File: src/cds_pkg.sv
package cds_pkg;

    // Field widths.
    localparam int PW_W    = 16;
    localparam int TICKS_W = 15;
    localparam int CNT_W   = 16;
    localparam int CFG_IDX_W  = 2;
    localparam int CFG_DATA_W = 16;

    // Configuration register indexes.
    localparam logic [CFG_IDX_W-1:0] REG_CHANNEL_REVERSED = 2'd0;
    localparam logic [CFG_IDX_W-1:0] REG_PULSE_THRESHOLD  = 2'd1;
    localparam logic [CFG_IDX_W-1:0] REG_CONFIRM_TICKS    = 2'd2;
    localparam logic [CFG_IDX_W-1:0] REG_PULSE_TICKS      = 2'd3;

    // Reset values of the configuration registers.
    localparam logic [PW_W-1:0]    THRESHOLD_RST = 16'd3000;
    localparam logic [TICKS_W-1:0] CONFIRM_RST   = 15'd20;
    localparam logic [TICKS_W-1:0] PULSE_RST     = 15'd120;

    typedef enum logic [2:0] {
        PH_ASCENT  = 3'd0,
        PH_CONFIRM = 3'd1,
        PH_CUTTING = 3'd2,
        PH_CUTDONE = 3'd3,
        PH_WAITING = 3'd4
    } cds_phase_t;

    typedef struct packed {
        logic                channel_reversed;
        logic [PW_W-1:0]     pulse_threshold;
        logic [TICKS_W-1:0]  confirm_ticks;
        logic [TICKS_W-1:0]  pulse_ticks;
    } cds_cfg_t;

    typedef struct packed {
        logic manual;
        logic trigger;
    } cds_req_t;

    typedef struct packed {
        logic       cut_out;
        logic       blue_led;
        logic       orange_led;
        cds_phase_t phase;
    } cds_result_t;

endpackage

File: src/cds_trigger.sv
module cds_trigger (
    input  logic [cds_pkg::PW_W-1:0] pulse_width,
    input  logic                     link_ok,
    input  cds_pkg::cds_cfg_t        cfg,
    output cds_pkg::cds_req_t        req
);
    import cds_pkg::*;

    logic above;

    // The manual channel is high strictly above the threshold, flipped when reversed.
    always_comb begin
        above       = pulse_width > cfg.pulse_threshold;
        req.manual  = above ^ cfg.channel_reversed;
        req.trigger = req.manual | ~link_ok;
    end

endmodule

File: src/cds_fsm.sv
module cds_fsm (
    input  logic                  aclk,
    input  logic                  aresetn,
    input  logic                  step,
    input  cds_pkg::cds_req_t     req,
    input  cds_pkg::cds_cfg_t     cfg,
    output cds_pkg::cds_result_t  res
);
    import cds_pkg::*;

    cds_phase_t       phase_reg, phase_next;
    logic [CNT_W-1:0] count_reg, count_next;
    logic             cut_reg, cut_next;
    logic             blue_reg, blue_next;
    logic [CNT_W-1:0] confirm_load;
    logic [CNT_W-1:0] pulse_load;

    assign confirm_load = {1'b0, cfg.confirm_ticks};
    assign pulse_load   = {1'b0, cfg.pulse_ticks};

    // State registers advance once per processed word.
    always_ff @(posedge aclk) begin
        if (!aresetn) begin
            phase_reg <= PH_ASCENT;
            count_reg <= {1'b0, CONFIRM_RST};
            cut_reg   <= 1'b0;
            blue_reg  <= 1'b0;
        end else if (step) begin
            phase_reg <= phase_next;
            count_reg <= count_next;
            cut_reg   <= cut_next;
            blue_reg  <= blue_next;
        end
    end

    // Next phase, countdown and latches for the current word.
    always_comb begin
        phase_next = phase_reg;
        count_next = count_reg;
        cut_next   = cut_reg;
        blue_next  = blue_reg;
        case (phase_reg)
            PH_CONFIRM: begin
                if (req.trigger) begin
                    if (count_reg == '0) begin
                        count_next = pulse_load;
                        phase_next = PH_CUTTING;
                    end else begin
                        count_next = count_reg - 1'b1;
                    end
                end else begin
                    count_next = confirm_load;
                    phase_next = PH_ASCENT;
                end
            end
            PH_CUTTING: begin
                cut_next   = 1'b1;
                blue_next  = 1'b1;
                count_next = count_reg - 1'b1;
                if (count_reg == '0) begin
                    phase_next = PH_CUTDONE;
                end
            end
            PH_CUTDONE: begin
                cut_next  = 1'b0;
                blue_next = 1'b0;
                if (!req.trigger) begin
                    count_next = confirm_load;
                    phase_next = PH_WAITING;
                end
            end
            PH_WAITING: begin
                if (req.manual) begin
                    phase_next = PH_CONFIRM;
                end else begin
                    count_next = confirm_load;
                end
            end
            default: begin
                if (req.trigger) begin
                    phase_next = PH_CONFIRM;
                end else begin
                    count_next = confirm_load;
                end
            end
        endcase
    end

    // The result reports the state after this word.
    always_comb begin
        res.cut_out    = cut_next;
        res.blue_led   = blue_next;
        res.orange_led = req.trigger;
        res.phase      = phase_next;
    end

endmodule

File: src/cut_down_sequencer.sv
// Channel  Direction  Handshake          Word
// s_       in         s_valid/s_ready    pulse_width, link_ok
// m_       out        m_valid/m_ready    cut_out, blue_led, orange_led, phase
// cfg_     in         cfg_wr_en          cfg_index, cfg_wdata
//
// One word is accepted per cycle while s_ready is high; its result passes
// through the input register, which loads at acceptance, and then the result
// register, which loads when the word steps through the FSM.
// Reset is synchronous on aresetn and restores the register defaults and ascent.
// A stalled result holds the result register and the input register; the input
// side takes a new word whenever the input register is empty or moving on.
module cut_down_sequencer (
    input  logic                           aclk,
    input  logic                           aresetn,
    input  logic                           cfg_wr_en,
    input  logic [cds_pkg::CFG_IDX_W-1:0]  cfg_index,
    input  logic [cds_pkg::CFG_DATA_W-1:0] cfg_wdata,
    input  logic                           s_valid,
    output logic                           s_ready,
    input  logic [cds_pkg::PW_W-1:0]       s_pulse_width,
    input  logic                           s_link_ok,
    output logic                           m_valid,
    input  logic                           m_ready,
    output logic                           m_cut_out,
    output logic                           m_blue_led,
    output logic                           m_orange_led,
    output logic [2:0]                     m_phase
);
    import cds_pkg::*;

    cds_cfg_t        cfg_reg;
    logic            in_valid_reg;
    logic [PW_W-1:0] pw_reg;
    logic            radio_reg;
    logic            out_valid_reg;
    cds_result_t     out_reg;
    cds_req_t        req;
    cds_result_t     res;
    logic            advance;
    logic            step;

    // Configuration registers.
    always_ff @(posedge aclk) begin
        if (!aresetn) begin
            cfg_reg.channel_reversed <= 1'b0;
            cfg_reg.pulse_threshold  <= THRESHOLD_RST;
            cfg_reg.confirm_ticks    <= CONFIRM_RST;
            cfg_reg.pulse_ticks      <= PULSE_RST;
        end else if (cfg_wr_en) begin
            case (cfg_index)
                REG_CHANNEL_REVERSED: cfg_reg.channel_reversed <= cfg_wdata[0];
                REG_PULSE_THRESHOLD:  cfg_reg.pulse_threshold  <= cfg_wdata;
                REG_CONFIRM_TICKS:    cfg_reg.confirm_ticks    <= cfg_wdata[TICKS_W-1:0];
                REG_PULSE_TICKS:      cfg_reg.pulse_ticks      <= cfg_wdata[TICKS_W-1:0];
                default: ;
            endcase
        end
    end

    // The result register can take a word when empty or when it is being read.
    assign advance = !out_valid_reg || m_ready;
    assign step    = in_valid_reg && advance;
    assign s_ready = !in_valid_reg || advance;

    // Input register.
    always_ff @(posedge aclk) begin
        if (!aresetn) begin
            in_valid_reg <= 1'b0;
        end else if (s_ready) begin
            in_valid_reg <= s_valid;
        end
    end

    always_ff @(posedge aclk) begin
        if (s_valid && s_ready) begin
            pw_reg    <= s_pulse_width;
            radio_reg <= s_link_ok;
        end
    end

    cds_trigger u_trigger (
        .pulse_width (pw_reg),
        .link_ok     (radio_reg),
        .cfg         (cfg_reg),
        .req         (req)
    );

    cds_fsm u_fsm (
        .aclk    (aclk),
        .aresetn (aresetn),
        .step    (step),
        .req     (req),
        .cfg     (cfg_reg),
        .res     (res)
    );

    // Result register.
    always_ff @(posedge aclk) begin
        if (!aresetn) begin
            out_valid_reg <= 1'b0;
        end else if (advance) begin
            out_valid_reg <= in_valid_reg;
        end
    end

    always_ff @(posedge aclk) begin
        if (step) begin
            out_reg <= res;
        end
    end

    assign m_valid      = out_valid_reg;
    assign m_cut_out    = out_reg.cut_out;
    assign m_blue_led   = out_reg.blue_led;
    assign m_orange_led = out_reg.orange_led;
    assign m_phase      = out_reg.phase;

endmodule
File: config.mk
export PLATFORM = sky130hd
export DESIGN_NAME = cut_down_sequencer
export DESIGN_NICKNAME = d
export VERILOG_FILES = /design/src/cds_pkg.sv /design/src/cds_trigger.sv /design/src/cds_fsm.sv /design/src/cut_down_sequencer.sv
export SDC_FILE = /design/constraint.sdc
export NUM_CORES = 1
export LEC_CHECK = 0
export BUFFER_PORTS_ARGS = -buffer_cell sky130_fd_sc_hd__buf_4
export CORE_ASPECT_RATIO = 1.25
export CORE_MARGIN = 2
export CORE_UTILIZATION = 35
export DETAILED_ROUTE_END_ITERATION = 8
export PLACE_DENSITY = 0.57
export REMOVE_ABC_BUFFERS = 1
export SKIP_LAST_GASP = 1
export SLEW_MARGIN = 20
export SYNTH_ARGS = -nofsm -noshare
export SYNTH_HDL_FRONTEND = slang
export SYNTH_SLANG_ARGS = --single-unit
File: constraint.sdc
create_clock -name aclk -period 3.2 [get_ports aclk]
set_input_delay 0.48 -clock aclk [delete_from_list [all_inputs] [get_ports aclk]]
set_output_delay 0.48 -clock aclk [all_outputs]
set_load 0.01 [all_outputs]
==> results of run 1 <==
## cell families (layout without fill, tap and decap cells)
group,Yosys count,in the layout,share of synthesized area
flops,93,93,0.473
compound gates,128,129,0.189
fa+ha+maj,18,18,0.0503
simple gates,212,212,0.228
mux,1,1,0.00226
buf+inv,51,101,0.0501
xor+xnor,4,4,0.00792
## metal layers
| metal | vias to the layer above | part of all wire | global-route usage |
|---|---|---|---|
| met2 | 69 | 0.51 | 0.295 |
| met5 | - | 0 | 0 |
| li1 | 1886 | - | - |
| met4 | 0 | 0.028 | 0.0890 |
| met3 | 17 | 0.028 | 0.0190 |
| met1 | 1707 | 0.44 | 0.193 |
## per-stage QoR
stage,util,setup TNS [ns],worst slack [ns]
floorplan,-,-0.133,-0.133
global placement,0.403,0,0.0841
detailed placement,0.403,-0.0173,-0.0173
CTS,0.429,0,0.0434
global route,0.435,-0.0248,-0.0139
finish,0.435,0,0.149
## layout make-up
type                            instances  area, um^2  area share
Sequential cell                        93        2090       0.393
Clock inverter                          5        33.8     0.00635
Tap cell                              164         205      0.0386
Clock buffer                           11         275      0.0517
Multi-Input combinational cell        364        2140       0.402
Inverter                               24        90.1      0.0169
Timing Repair Buffer                   61         483      0.0908
## repair_timing
action,CTS,global route
buffers inserted,0,6
endpoints found under the setup margin,7,15
gates resized for setup,1,3
pin swaps,0,3
gates cloned,0,1
## power by group
group          internal (mW)  total, mW  switching [mW]
Sequential              1.25       1.28          0.0298
Clock                  0.625       1.10           0.471
Combinational          0.130      0.296           0.167
## worst paths after layout
check	from	end	slack [ns]	depth (start not counted)
worst max-delay path	pw_reg[7]	u_fsm.count_reg[4]	0.15	12
worst min-delay path	s_pulse_width[6]	pw_reg[6]	0.31	1
worst max register to register	pw_reg[7]	u_fsm.count_reg[4]	0.15	12
worst min register to register	cfg_reg[28]	cfg_reg[28]	0.46	2
## layout by cell type (no fill, tap or decap), types with 3 or more instances in the layout
master     synthesis  final
nor2_1            26     26
dfxtp_1           70     70
buf_4              1     59
o21ai_1            4      4
xnor2_1            3      3
o21ai_0           22     22
a221oi_1           5      5
nor3_1            11     11
clkbuf_16          0     11
ha_1              17     17
a31oi_1            9      9
nand3_1           17     17
edfxtp_1          23     23
nor4_1             5      4
or3_1              4      4
nand2_1          119    119
and3_1             4      3
o211ai_1           9      9
inv_1             23     23
a21oi_1           52     52
and2_1             4      3
nor2b_1            3      3
## critical path: cells and delay by family, from the launching register on
kind / cells / cell delay [ns]
AOI/OAI and AO/OA: 5 / 1.15
DFF: 1 / 0.37
and+or+nand+nor: 4 / 0.74
buffers and inverters: 2 / 0.34
adders and majority gates: 1 / 0.32
==> results_dict.tcl, run 1 <==
set metrics [dict create \
    fp.dieW_um 105 \
    worstSetupPathType "register to register" \
    dpl_cell_area_um2 4920 \
    grt_max_degree 32 \
    gp_congestion 0.842 \
    synthTopCellsByArea "dfxtp_1 32%, edfxtp_1 16%, nand2_1 10%" \
    antennaDiodeCount 0 \
    synthFlopType "dfxtp_1" \
    yosys.area.top_type_share 0.317 \
    clkSlewWorstSetupHoldPaths_ns 0.07 \
    fill_cells 1201 \
    seq_area_frac_synth 0.473 \
    drv_slew 0 \
    route.detailed.drc 0 \
    max_freq_mhz 328 \
    initial_core_util 0.362 \
    dp.cells 699 \
    holdCritPathClass "primary input to register" \
    grt_usage 0.164 \
    drt_wl_total_um 10900 \
    cts_hold_buf 0 \
    nNetsFinal 610 \
    num_vias 3679 \
    num_rows 45 \
    grt_pass1_wl_um 17500 \
    drt_iter0_markers 239 \
    cts_tree "built" \
    grt_pass1_vias 3501 \
    die_area_um2 13600 \
    grt-ovfl-total 0 \
    port_buffers 47 \
    final_area_um2 5320 \
    critical-path-max-stage-delay_ns 0.42 \
    clk_latency_ns 0.35 \
    synth_cells 507 \
    mappedNetlistArea_um2 4420 \
    area_delta_synth_final_pct 20.2 \
    ys_types 65 \
    yosys_warnings 0 \
    synthArstFlopShare 0 \
    largest_register_ffs 47 \
    core-area_um2 12200 \
    root_buffer "clkbuf_16" \
    hold_violations 0 \
    crit_path_top_delay_cell "nor4_4" \
    worst_slew_pin_slew_ns 1.09 \
    maxSlewHeadroom 0.274 \
    worst_setup_path_end_kind "register" \
    wl_per_cell_um 15.2 \
    fin_cells 722 \
    setup_viol 0 \
    synth_edf_count 23 \
    syn_avg_cell_area_um2 8.73 \
    post_drt_via_cell_ratio 5.10 \
    cp_cell_sequence "ha_1, nand4_1, nor4_4, a21bo_2, o311ai_4, nor3_4, buf_12, a31oi_1, buf_12, nand2_1, a221oi_1, a31oi_1" \
    yosys.area.top_type "dfxtp_1" \
    ant_nets 0 \
    peakVddDrop_uv 305 \
    power_density_nw_per_um2 503 \
    fin_crit_sh 0.953 \
    synth_top_cells_by_count "119 x nand2_1, 70 x dfxtp_1, 52 x a21oi_1, 26 x nor2_1" \
    firstDrtPassIters 4 \
    drive_above_1_share 0.174 \
    cts_sinks 93 \
    fin_hold_ws_ns 0.307 \
    status "finished, final reports clean" \
    clockBufferDepth 2 \
    die_height_um 130 \
    cp.arrival_ns 3.28 \
    htreeDepth 3 \
    cts_buffers 9 \
    critPathMaxFanout 22 \
    total_power_mw 2.67 \
    hpwl_um 7820 \
    p_leak_nw 1.99 \
    worstPathRequired_ns 3.43 \
    fin_crit_ns 3.05 \
    antenna_found_initial 0 \
    startpoint_type "register" \
    ys_seq_elements 93 \
    clock_skew_ns 0.0127 \
    io_pins 48 \
    yosysMostFrequentCell "nand2_1" \
    maxCapViolations 0 \
]
No activity file was read; power rests on OpenSTA's default activity.
==> inputs of run 2 (changes only) <==
--- a/config.mk
+++ b/config.mk
@@ -5,12 +5,12 @@
 export SDC_FILE = /design/constraint.sdc
 export NUM_CORES = 1
 export LEC_CHECK = 0
-export BUFFER_PORTS_ARGS = -buffer_cell sky130_fd_sc_hd__buf_4
 export CORE_ASPECT_RATIO = 1.25
 export CORE_MARGIN = 2
 export CORE_UTILIZATION = 35
 export DETAILED_ROUTE_END_ITERATION = 8
-export PLACE_DENSITY = 0.57
+export DONT_BUFFER_PORTS = 1
+export PLACE_DENSITY = 0.54
 export REMOVE_ABC_BUFFERS = 1
 export SKIP_LAST_GASP = 1
 export SLEW_MARGIN = 20
==> run 2 against run 1 <==
Die area unchanged. Final area down 8.1%. Combinational power down 24%. Clock skew down 0.0022 ns. Total power down 5.9%. First-iteration DRC count down 10%. Setup slack worse by 0.11 ns. Largest cell class unchanged. Critical endpoint unchanged. Clock power down 8%. Via count down 5.1%. Critical path type unchanged. Maximum frequency down 3.6%. Final cell count down 7.1%. Largest power group unchanged.
==> results_dict.tcl, run 2 (same netlist as run 1, synthesis figures left out) <==
set metrics [dict create \
    cts_tree "built" \
    num_rows 45 \
    hpwl_um 7510 \
    clkSlewWorstSetupHoldPaths_ns 0.07 \
    io_pins 48 \
    grt_max_degree 43 \
    core-area_um2 12200 \
    firstDrtPassIters 5 \
    wl_per_cell_um 15.6 \
    max_freq_mhz 316 \
    dp.cells 653 \
    cp.arrival_ns 3.38 \
    worstPathRequired_ns 3.42 \
    dpl_cell_area_um2 4580 \
    regArea_um2 2090 \
    worst_setup_path_end_kind "register" \
    fin_crit_sh 0.989 \
    place_ws_ns 0.0312 \
    ant_nets 0 \
    clockBufferDepth 2 \
    drive_above_1_share 0.0848 \
    grt-ovfl-total 0 \
    holdCritPathClass "primary input to register" \
    num_vias 3492 \
    grt_usage 0.155 \
    peakVddDrop_uv 335 \
    maxSlewHeadroom 0.500 \
    root_buffer "clkbuf_16" \
    clock_skew_ns 0.0105 \
    fin_cells 671 \
    final_core_util 0.400 \
    htreeDepth 3 \
    fp.dieW_um 105 \
    cts_sinks 93 \
    grt_pass1_vias 3201 \
    p_leak_nw 1.72 \
    drt_wl_total_um 10500 \
    drt_iter0_markers 215 \
    worstSetupPathType "register to register" \
    total_power_mw 2.52 \
    setup_ws_ns 0.0365 \
    initial_core_util 0.362 \
    multi_input_area_um2 2130 \
    maxCapViolations 0 \
    setup_viol 0 \
    fill_cells 1236 \
    startpoint_type "register" \
    antennaDiodeCount 0 \
    worst_slew_pin_slew_ns 0.750 \
    fin_hold_ws_ns 0.208 \
    gp_congestion 0.814 \
    area_delta_synth_final_pct 10.5 \
    antenna_found_initial 0 \
    tns_ns 0 \
    final_area_um2 4890 \
    die_height_um 130 \
    fin_crit_ns 3.16 \
    rsz0062_at_grt "true" \
    final_common_cell "nand2_1" \
    cts_hold_buf 0 \
    drv_slew 0 \
    grt_pass1_wl_um 16600 \
    critPathMaxFanout 22 \
    cts_buffers 9 \
    final_cell_mix "119 x nand2_1, 70 x dfxtp_1, 52 x a21oi_1, 25 x nor2_1" \
    clk_latency_ns 0.34 \
    largest_register_ffs 47 \
    hold_violations 0 \
    port_buffers 0 \
    route.detailed.drc 0 \
    power_density_nw_per_um2 515 \
    post_drt_via_cell_ratio 5.20 \
    status "finished, final reports clean" \
    die_area_um2 13600 \
    nNetsFinal 559 \
]
==> run 2: changes by cell type in the layout (fill, tap and decap cells not counted), moves of 2 or more <==
cell	before	now
buf_4	59	9
clkbuf_16	11	9
clkbuf_8	0	2
inv_6	2	0
==> run 2: path summary, 6_finish.rpt <==
check,endpoint,slack [ns],start,cells past startpoint
max,u_fsm.count_reg[4],0.04,pw_reg[13],12
min,cfg_reg[3],0.21,aresetn,1
max reg2reg,u_fsm.count_reg[4],0.04,pw_reg[13],12
min reg2reg,cfg_reg[40],0.45,cfg_reg[40],2
==> run 2: layout make-up <==
type,instances,share of cell area
inverters,24,0.0184
well taps,164,0.0420
clock inverters,4,0.00486
flip-flops and latches,93,0.428
clock buffers,12,0.0525
multi-input cells,364,0.437
repair buffers,10,0.0179
==> run 2: worst max-delay path: stages (launching register included) <==
cell and delay, ns:
edfxtp_1 0.38, ha_1 0.35, nand4_4 0.14, nor4_4 0.42, a21bo_2 0.32, o311ai_4 0.31
nor3_4 0.08, buf_4 0.18, a31oi_1 0.23, buf_12 0.19, nand2_1 0.08, a221oi_1 0.25
a31oi_1 0.09
==> run 2: report_power, final <==
| part | internal, mW | switching, mW | leakage [nW] | total, mW |
|---|---|---|---|---|
| clock | 0.567 | 0.442 | 0.142 | 1.01 |
| combinational | 0.0877 | 0.137 | 0.788 | 0.225 |
| sequential | 1.25 | 0.0307 | 0.792 | 1.28 |
==> run 2: repair_timing <==
action,CTS,global route
resized for setup,1,0
gates cloned,0,1
pin swaps,0,2
buffers inserted,0,1
endpoints found under the setup margin,1,7
==> run 2: layer usage <==
layer  vias to the layer above  track usage  routed length (um)
met2                        89        0.270                5360
met4                         0       0.0572                 157
li1                       1781            -                   -
met3                        16       0.0345                 374
met5                         -            0                   0
met1                      1606        0.188                4570
